## src/hw/rtl/bmot_pkg.sv

```systemverilog
// Shared types, constants and the command decoder for the bracket matching translator.
package bmot_pkg;

  localparam int unsigned PROG_DEPTH = 4096;
  localparam int unsigned NEST_DEPTH = 256;

  localparam int unsigned ADDR_W  = 13;
  localparam int unsigned TGT_W   = 12;
  localparam int unsigned DEPTH_W = $clog2(NEST_DEPTH + 1);

  localparam logic [7:0] CH_PLUS  = 8'h2B;
  localparam logic [7:0] CH_MINUS = 8'h2D;
  localparam logic [7:0] CH_RIGHT = 8'h3E;
  localparam logic [7:0] CH_LEFT  = 8'h3C;
  localparam logic [7:0] CH_DOT   = 8'h2E;
  localparam logic [7:0] CH_COMMA = 8'h2C;
  localparam logic [7:0] CH_OPEN  = 8'h5B;
  localparam logic [7:0] CH_CLOSE = 8'h5D;

  typedef enum logic [1:0] {
    KIND_WRITE   = 2'd0,
    KIND_PATCH   = 2'd1,
    KIND_SUMMARY = 2'd2
  } kind_e;

  typedef enum logic [1:0] {
    ST_OK              = 2'd0,
    ST_UNMATCHED_CLOSE = 2'd1,
    ST_UNMATCHED_OPEN  = 2'd2,
    ST_FULL            = 2'd3
  } status_e;

  typedef enum logic [2:0] {
    OP_INC   = 3'd0,
    OP_DEC   = 3'd1,
    OP_RIGHT = 3'd2,
    OP_LEFT  = 3'd3,
    OP_OUT   = 3'd4,
    OP_IN    = 3'd5,
    OP_OPEN  = 3'd6,
    OP_CLOSE = 3'd7
  } op_e;

  typedef struct packed {
    logic valid;
    op_e  op;
  } dec_t;

  typedef struct packed {
    logic              push;
    logic              pop;
  } stk_ctrl_t;

  typedef struct packed {
    logic [1:0]        kind;
    logic [ADDR_W-1:0] addr;
    logic [2:0]        op;
    logic [TGT_W-1:0]  tgt;
    logic [1:0]        status;
    logic              last;
  } result_t;

  function automatic dec_t decode_cmd(logic [7:0] ch);
    dec_t d;
    d.valid = 1'b1;
    d.op    = OP_INC;
    case (ch)
      CH_PLUS:  d.op = OP_INC;
      CH_MINUS: d.op = OP_DEC;
      CH_RIGHT: d.op = OP_RIGHT;
      CH_LEFT:  d.op = OP_LEFT;
      CH_DOT:   d.op = OP_OUT;
      CH_COMMA: d.op = OP_IN;
      CH_OPEN:  d.op = OP_OPEN;
      CH_CLOSE: d.op = OP_CLOSE;
      default:  d.valid = 1'b0;
    endcase
    return d;
  endfunction

endpackage

```

## src/hw/rtl/bmot_cell.sv

```systemverilog
// One cell of the shifting bracket stack: takes its left neighbor on push, its right on pop.
module bmot_cell
  import bmot_pkg::*;
(
  input  logic             clk_i,
  input  stk_ctrl_t        ctrl_i,
  input  logic [TGT_W-1:0] left_i,
  input  logic [TGT_W-1:0] right_i,
  output logic [TGT_W-1:0] data_o
);

  logic [TGT_W-1:0] data_q;
  logic [TGT_W-1:0] data_d;

  always_comb begin
    data_d = data_q;
    if (ctrl_i.push) begin
      data_d = left_i;
    end else if (ctrl_i.pop) begin
      data_d = right_i;
    end
  end

  always_ff @(posedge clk_i) begin
    data_q <= data_d;
  end

  assign data_o = data_q;

endmodule

```

## config.mk

```make
export PLATFORM = sky130hd
export DESIGN_NAME = bmot_cell
export DESIGN_NICKNAME = d
export VERILOG_FILES = /design/src/hw/rtl/bmot_pkg.sv /design/src/hw/rtl/bmot_cell.sv
export SDC_FILE = /design/constraint.sdc
export NUM_CORES = 1
export LEC_CHECK = 0
export BUFFER_PORTS_ARGS = -buffer_cell sky130_fd_sc_hd__buf_2
export CAP_MARGIN = 40
export CORE_AREA = 2 2 39 41
export CTS_BUF_LIST = sky130_fd_sc_hd__clkbuf_8
export DETAILED_ROUTE_END_ITERATION = 8
export DIE_AREA = 0 0 41 43
export GPL_TIMING_DRIVEN = 1
export PLACE_DENSITY = 0.89
export SLEW_MARGIN = 20
export SYNTH_ARGS = -nofsm -noshare
export SYNTH_HDL_FRONTEND = slang
export SYNTH_SLANG_ARGS = --single-unit
```

## constraint.sdc

```tcl
create_clock -name clk_i -period 2 [get_ports clk_i]
set_clock_uncertainty 0.05 [all_clocks]
set_input_delay 0.3 -clock clk_i [delete_from_list [all_inputs] [get_ports clk_i]]
set_output_delay 0.3 -clock clk_i [all_outputs]
set_load 0.02 [all_outputs]
```

==> run metrics, run 1 <==
outcome finished, final reports clean; pwr dens 830.4 mW/mm^2; Starting Density 39.51%; Synth Instances 26; critical path cell sequence buf_2 -> or2_2; n_diodes 0; Post-Synthesis Cell Area 546.8 sq um; startpoint types input port; Cells after DPL 79; max cap viols 0; H-tree depth 1; critical path class in -> reg; clock period minus final worst setup slack 1.123 ns; number of global-route vias before repair 363; Post-CTS Resized 0; CTS Buffer Depth 2; RSZ-0062 raised after global routing false; most frequent cells in the layout buf_2, edfxtp_1, mux2_4; Slew Limit Fails 0; Post-DP Area 745.7 sq um; core area 0.001384 sq mm; Routed WL per cell 13.67 microns; number of stages on the worst setup path 2; area grow syn2layout 43.94%; count of final hold-check violations 0; worst hold path class in -> reg; most common cell after layout, fill and taps aside buf_2; I/O pins 39; fmax 890.3 MHz; VDD IR-drop max 0.0003978 V; Vias/cell 4.841; IO buf count 38; Final Non-Filler Cells 82; die area 0.001763 sq mm; setup TNS 0 ns; initial antenna violation count 0; FF+latch count, synth 12; Worst Path Max Fanout 13; post-synthesis sequential area ratio 65.90%; hold path depth 2; GR Overflow Total 0; via count 397; max incr delay on CP 0.36 ns; CP top delay family simple AND/OR/NAND/NOR gates; clock slew at reported path FFs 0.05 ns; setup bufs post-CTS 0; Die Y 43 microns; Critical Path RT 1.86 ns; total power 0.6535 mW; Arrival @ worst endpoint 0.98 ns; Max-slew headroom 75.58%; Final ANT Viol Nets 0; Sequential Area 360.3 sq um; CTS Buf Count 3; hpwl dp 877.4 microns; buffer and inverter count on the worst path 1; largest net degree at the start of global routing 14; Final Wtd Congestion 0.6338; first-pass GRT wire length 1573 microns; Leakage Power 0.3814 nW; NumNets Final 95; Root Driver clkbuf_8; Mapped Nets 53; Rows 14; synth unique cells 5; CTS tree built; Final period util 56.16%; Final Setup Violations 0; DR pass1 iterations 4; die width 41 microns; Total GRT Usage 14.48%; fraction of layout cells with a size suffix above 1 81.82%; Hold Buf Count CTS 0; Iter 0 DRT Violations 9; Least-Margin Pin Slew 0.3663 ns; Finished Cell Area 787.0 sq um; DR DRC count 0; YS warnings 0; crit end category flip-flop; slowest CP cell or2_2; multi-input combinational cell area 175.2 sq um; Sink Count 12; max FFs per register 12; filler instances 116; final WL 1121 microns; syn avg cell area 21.03 sq um
worst paths after layout:
check,start,end,slack (ns)
worst max-delay path,ctrl_i[1],data_o[10],0.88
worst min-delay path,left_i[6],data_o[6],0.32
cell usage after synthesis, drive strengths merged:
| master | n | area [sq um] |
|---|---|---|
| or2 | 1 | 6.260 |
| buf | 1 | 11.26 |
| edfxtp | 12 | 360.4 |
| mux2 | 12 | 168.9 |
where the power goes:
part,total [mW],switching [mW],internal [mW]
logic,0.129,0.0672,0.0615
registers,0.316,0.00606,0.310
clock network,0.209,0.0775,0.132
total,0.654,0.151,0.503
stage by stage:
stage | util, % | hold WS (ns) | worst slack (ns)
final | 56.87 | 0.3173 | 0.8768
after global routing | 56.87 | 0.3171 | 0.8416
after CTS | 56.87 | 0.3146 | 0.8738
after detailed placement | 53.89 | 0.5556 | 0.6460
after global placement | 53.89 | 0.5548 | 0.6776
after floorplan | - | 0.4675 | 0.8389
per-layer routing:
metal	GRT usage (%)	wire (microns)	vias up
met4	14.00	44	0
li1	-	-	184
met3	1.571	59	4
met1	13.84	339	189
met5	0	0	-
met2	24.06	676	20
kinds of logic (layout without fill, tap and decap cells):
logic type | count (synthesis) | in the layout | share of synthesized area, %
mux | 12 | 12 | 30.89
flops | 12 | 12 | 65.90
simple gates | 1 | 1 | 1.145
buf+inv | 1 | 41 | 2.059
cell type report:
type	count	share of cell area [%]
sequential	12	45.79
timing repair buffer	38	24.17
multi-input combinational	13	22.26
clock buffer	3	5.246
tap	16	2.544
No activity file was read; power rests on OpenSTA's default activity.
==> run 2, diff against run 1 <==
ABC_AREA = 1   (was default)
CORE_AREA = default   (was 2 2 39 41)
CORE_MARGIN = 1   (was default)
CORE_UTILIZATION = 40   (was default)
DIE_AREA = default   (was 0 0 41 43)
clock period = 1.17 ns   (was 2 ns; I/O delays follow)
==> run 2 against run 1 <==
  * Critical path depth fell by 1
  * Combinational power grew 57%
  * Total power rose by 70%
  * Setup slack got worse by 0.70 ns
  * Cell count up 30%
  * First-iteration DRC count is 22% lower
  * Clock power increased by 78%
  * Critical endpoint is now data_o[3]
  * Largest cell class unchanged
==> run metrics, run 2 <==
count of final hold-check violations 0; setup bufs post-CTS 0; Finished Cell Area 765.7 sq um; Sink Count 12; YS warnings 0; Worst Path Max Fanout 1; fmax 1008 MHz; startpoint types flip-flop; die area 0.001459 sq mm; buffer and inverter count on the worst path 1; Leakage Power 0.4145 nW; fraction of layout cells with a size suffix above 1 47.31%; Hold Buf Count CTS 0; CTS Buffer Depth 2; Post-DP Area 720.7 sq um; Post-Synthesis Cell Area 524.3 sq um; Final Setup Violations 0; RSZ-0062 raised after global routing false; critical path cell sequence buf_2; Total GRT Usage 16.96%; Util after Layout 66.23%; Vias/cell 4.346; worst hold path class in -> reg; die width 38.20 microns; Final ANT Viol Nets 0; post-synthesis sequential area ratio 68.74%; NumNets Final 121; VDD IR-drop max 0.001302 V; setup TNS 0 ns; core area 0.001156 sq mm; max cap viols 0; Slew Limit Fails 0; ys flop type edfxtp_1; Final Wtd Congestion 0.5704; CTS tree built; Starting Density 45.35%; Post-synth top cells nand2_1, edfxtp_1; PnR worst setup slack 0.1777 ns; Mapped Nets 79; asr flop ratio synth 0%; pwr dens 1451 mW/mm^2; most frequent cell after synthesis nand2_1; DR pass1 iterations 4; max incr delay on CP 0.37 ns; final WL 1089 microns; FF+latch count, synth 12; filler instances 98; CTS Buf Count 3; H-tree depth 1; Synth Instances 52; ranking of synthesized cells by area edfxtp_1, nand2_1, buf_6; final hold slack 0.1548 ns; pre-CTS setup slack 0.1290 ns; Final period util 84.81%; clock slew at reported path FFs 0.05 ns; Arrival @ worst endpoint 0.77 ns; clock period minus final worst setup slack 0.9923 ns; synth unique cells 6; Die Y 38.20 microns; n_diodes 0; GR Overflow Total 0; IO buf count 38; Max-slew headroom 81.99%; initial antenna violation count 0; largest net degree at the start of global routing 14; cell taking the most area after synthesis edfxtp_1; most common cell after layout, fill and taps aside buf_2; Least-Margin Pin Slew 0.2702 ns; Routed WL per cell 10.18 microns; DR DRC count 0; number of global-route vias before repair 388; CP top delay family flip-flops; via count 465; syn avg cell area 10.08 sq um; crit end category output pin; area grow syn2layout 46.06%; number of synthesized flops with an enable pin 12; Rows 12; most frequent cells in the layout buf_2, nand2_1, edfxtp_1; Compound-Gate Fraction of Synth Area 0%; largest family of logic cells by synthesized area simple AND/OR/NAND/NOR gates; slowest CP cell edfxtp_1; Root Driver clkbuf_8; outcome finished, final reports clean; Critical Path RT 0.94 ns; Iter 0 DRT Violations 7; max FFs per register 12; Post-Synth Simple-Gate Area 26.97%; Post-CTS Resized 0; post-synth top area share 68.74%; first-pass GRT wire length 1566 microns; post-synthesis xor/xnor area fraction 0%; fraction of the mapped netlist area in adder cells 0%; mux contribution to synthesized area 0%; critical path class reg -> out; I/O pins 39
[run 2: cell types whose count changed after synthesis, sizes merged]
cell / previous run / this run
buf: 1 / 2
nand2: 0 / 36
mux2: 12 / 0
inv: 0 / 1
[run 2: path summary, 6_finish.rpt]
check | startpoint | to | depth (start not counted)
max | data_o[3] | data_o[3] | 1
min | right_i[6] | data_o[6] | 3
[run 2: cell families (layout without fill, tap and decap cells)]
logic type / Yosys count / after routing
simple gates: 37 / 37
flops: 12 / 12
buf+inv: 3 / 44
[run 2: tightest hold or removal path: stages]
cell and delay, ns:
buf_2 0.07, nand2_1 0.04, nand2_1 0.04
[run 2: cell type report]
type,count,area (sq um),area share (%)
clock buffers,3,41.29,5.392
clock inverters,1,3.754,0.4902
well taps,14,17.52,2.288
multi-input cells,37,141.4,18.46
inverters,1,3.754,0.4902
flip-flops and latches,12,360.3,47.06
repair buffers,39,197.7,25.82
[run 2: stage by stage]
step,instances,total power [mW]
after CTS,107,1.121
after floorplan,52,0.6611
final,107,1.111
after detailed placement,103,0.7514
after global placement,103,0.7449
after global routing,107,1.162
[run 2: power by group]
group / switching [mW] / internal, mW
registers: 0.00969 / 0.529
logic: 0.123 / 0.0785
clock network: 0.140 / 0.230
[run 2: layer usage]
layer	GRT usage, %	part of all wire [%]
met5	0	0
met4	10.71	2.3
met3	5.814	9.5
met2	26.27	48
met1	19.92	40
==> run 3, diff against run 2 <==
CORE_UTILIZATION = 36   (was 40)
PLACE_DENSITY = 0.85   (was 0.89)
clock period = 0.8 ns   (was 1.17 ns; I/O delays follow)
==> run 3 against run 2 <==
  * The run now ends with negative setup slack left
  * Die area rose by 11%
  * First-iteration DRC count fell by 29%
  * Final area rose by 7.5%
  * Setup slack got worse by 0.32 ns
==> run metrics, run 3 (same netlist as run 2, synthesis figures left out) <==
Comb pwr share 21.4%; Arrival @ worst endpoint 0.78 ns; Max-slew headroom 87.60%; fraction of layout cells with a size suffix above 1 48.39%; DR pass1 iterations 2; area grow syn2layout 57.04%; clock slew at reported path FFs 0.05 ns; Post-CTS Resized 2; critical path cell sequence buf_6; Routed WL per cell 10.68 microns; setup TNS -1.416 ns; Iter 0 DRT Violations 5; pre-CTS setup slack -0.08543 ns; core area 0.001334 sq mm; Util after Layout 61.73%; CTS Buf Count 3; Critical Path RT 0.63 ns; max cap viols 0; fmax 1058 MHz; hold path depth 3; critical path class reg -> out; crit end category output pin; Slew Limit Fails 0; final WL 1153 microns; Final Wtd Congestion 0.5820; PnR worst setup slack -0.1450 ns; CP top delay family flip-flops; P_sw 0.3860 mW; H-tree depth 1; first-pass GRT wire length 1393 microns; Leakage Power 0.4348 nW; I/O pins 39; Root Driver clkbuf_8; largest net degree at the start of global routing 13; buffer and inverter count on the worst path 1; Flop pwr share 48.4%; n_diodes 0; slowest CP cell edfxtp_1; Worst Path Max Fanout 1; Final ANT Viol Nets 0; Internal 1.275 mW; DR DRC count 0; Die Y 40.16 microns; count of final hold-check violations 0; IO buf count 38; initial antenna violation count 0; setup bufs post-CTS 0; via count 476; most common cell after layout, fill and taps aside nand2_1; Final period util 118.1%; Rows 13; startpoint types flip-flop; die area 0.001613 sq mm; worst min-delay path endpoint data_o[8]; Sink Count 12; max incr delay on CP 0.40 ns; failing checks negative setup slack; most frequent cells in the layout nand2_1, buf_2, edfxtp_1; CTS tree built; Final Setup Violations 12; Clock Power Share 30.2%; max FFs per register 12; Hold Buf Count CTS 0; outcome complete, but fails checks; final hold slack 0.1097 ns; total power 1.661 mW; CTS Buffer Depth 2; GR Overflow Total 0; switching share of power 23.24%; number of global-route vias before repair 348; pwr dens 2017 mW/mm^2; Starting Density 39.31%; VDD IR-drop max 0.001082 V; Total GRT Usage 14.37%; hold_sp right_i[8]; Least-Margin Pin Slew 0.1858 ns; RSZ-0062 raised after global routing true; clock period minus final worst setup slack 0.9450 ns; worst hold path class in -> reg; Vias/cell 4.407; NumNets Final 122; die width 40.16 microns
[run 3: changes by cell type in the layout (fill, tap and decap cells not counted), sizes merged]
cell    before  now
clkinv       1    0
buf         39   40
[run 3: cell type report]
cell class / count / area [sq um]
Clock buffer: 3 / 41.29
Fill cell: 115 / 510.5
Timing Repair Buffer: 40 / 255.2
Inverter: 1 / 3.754
Tap cell: 15 / 18.77
Sequential cell: 12 / 360.3
Multi-Input combinational cell: 37 / 143.9
[run 3: worst max-delay path by stage]
stage | cells after the start | slack (ns) | startpoint | endpoint
final | 1 | -0.15 | data_o[1] | data_o[1]
after global routing | 1 | -0.16 | data_o[1] | data_o[1]
after CTS | 1 | -0.15 | data_o[1] | data_o[1]
after detailed placement | 2 | -0.09 | ctrl_i[1] | data_o[1]
after global placement | 2 | -0.07 | ctrl_i[1] | data_o[1]
after floorplan | 1 | 0.08 | ctrl_i[1] | data_o[0]
[run 3: layer usage]
layer / track usage [%] / up-vias / wire length, microns
met5: 0 / - / 0
met3: 4.444 / 0 / 98
met2: 26.61 / 27 / 622
met4: 7.759 / 0 / 0
met1: 13.88 / 202 / 431
li1: - / 247 / -
[run 3: metrics by stage]
step	instance area (sq um)	instances
6_report	823.3	108
2_1_floorplan	526.8	52
3_5_place_dp	732.0	105
5_1_grt	823.3	108
3_3_place_gp	732.0	105
4_1_cts	779.5	108
[run 3: power by group through the flow]
| stage | clock network [mW] | registers (mW) | logic, mW |
|---|---|---|---|
| detailed placement | 0 | 0.805 | 0.305 |
| floorplan | 0 | 0.896 | 0.0726 |
| CTS | 0.516 | 0.796 | 0.312 |
| finish | 0.502 | 0.804 | 0.355 |
| global route | 0.547 | 0.807 | 0.385 |
| global placement | 0 | 0.800 | 0.297 |
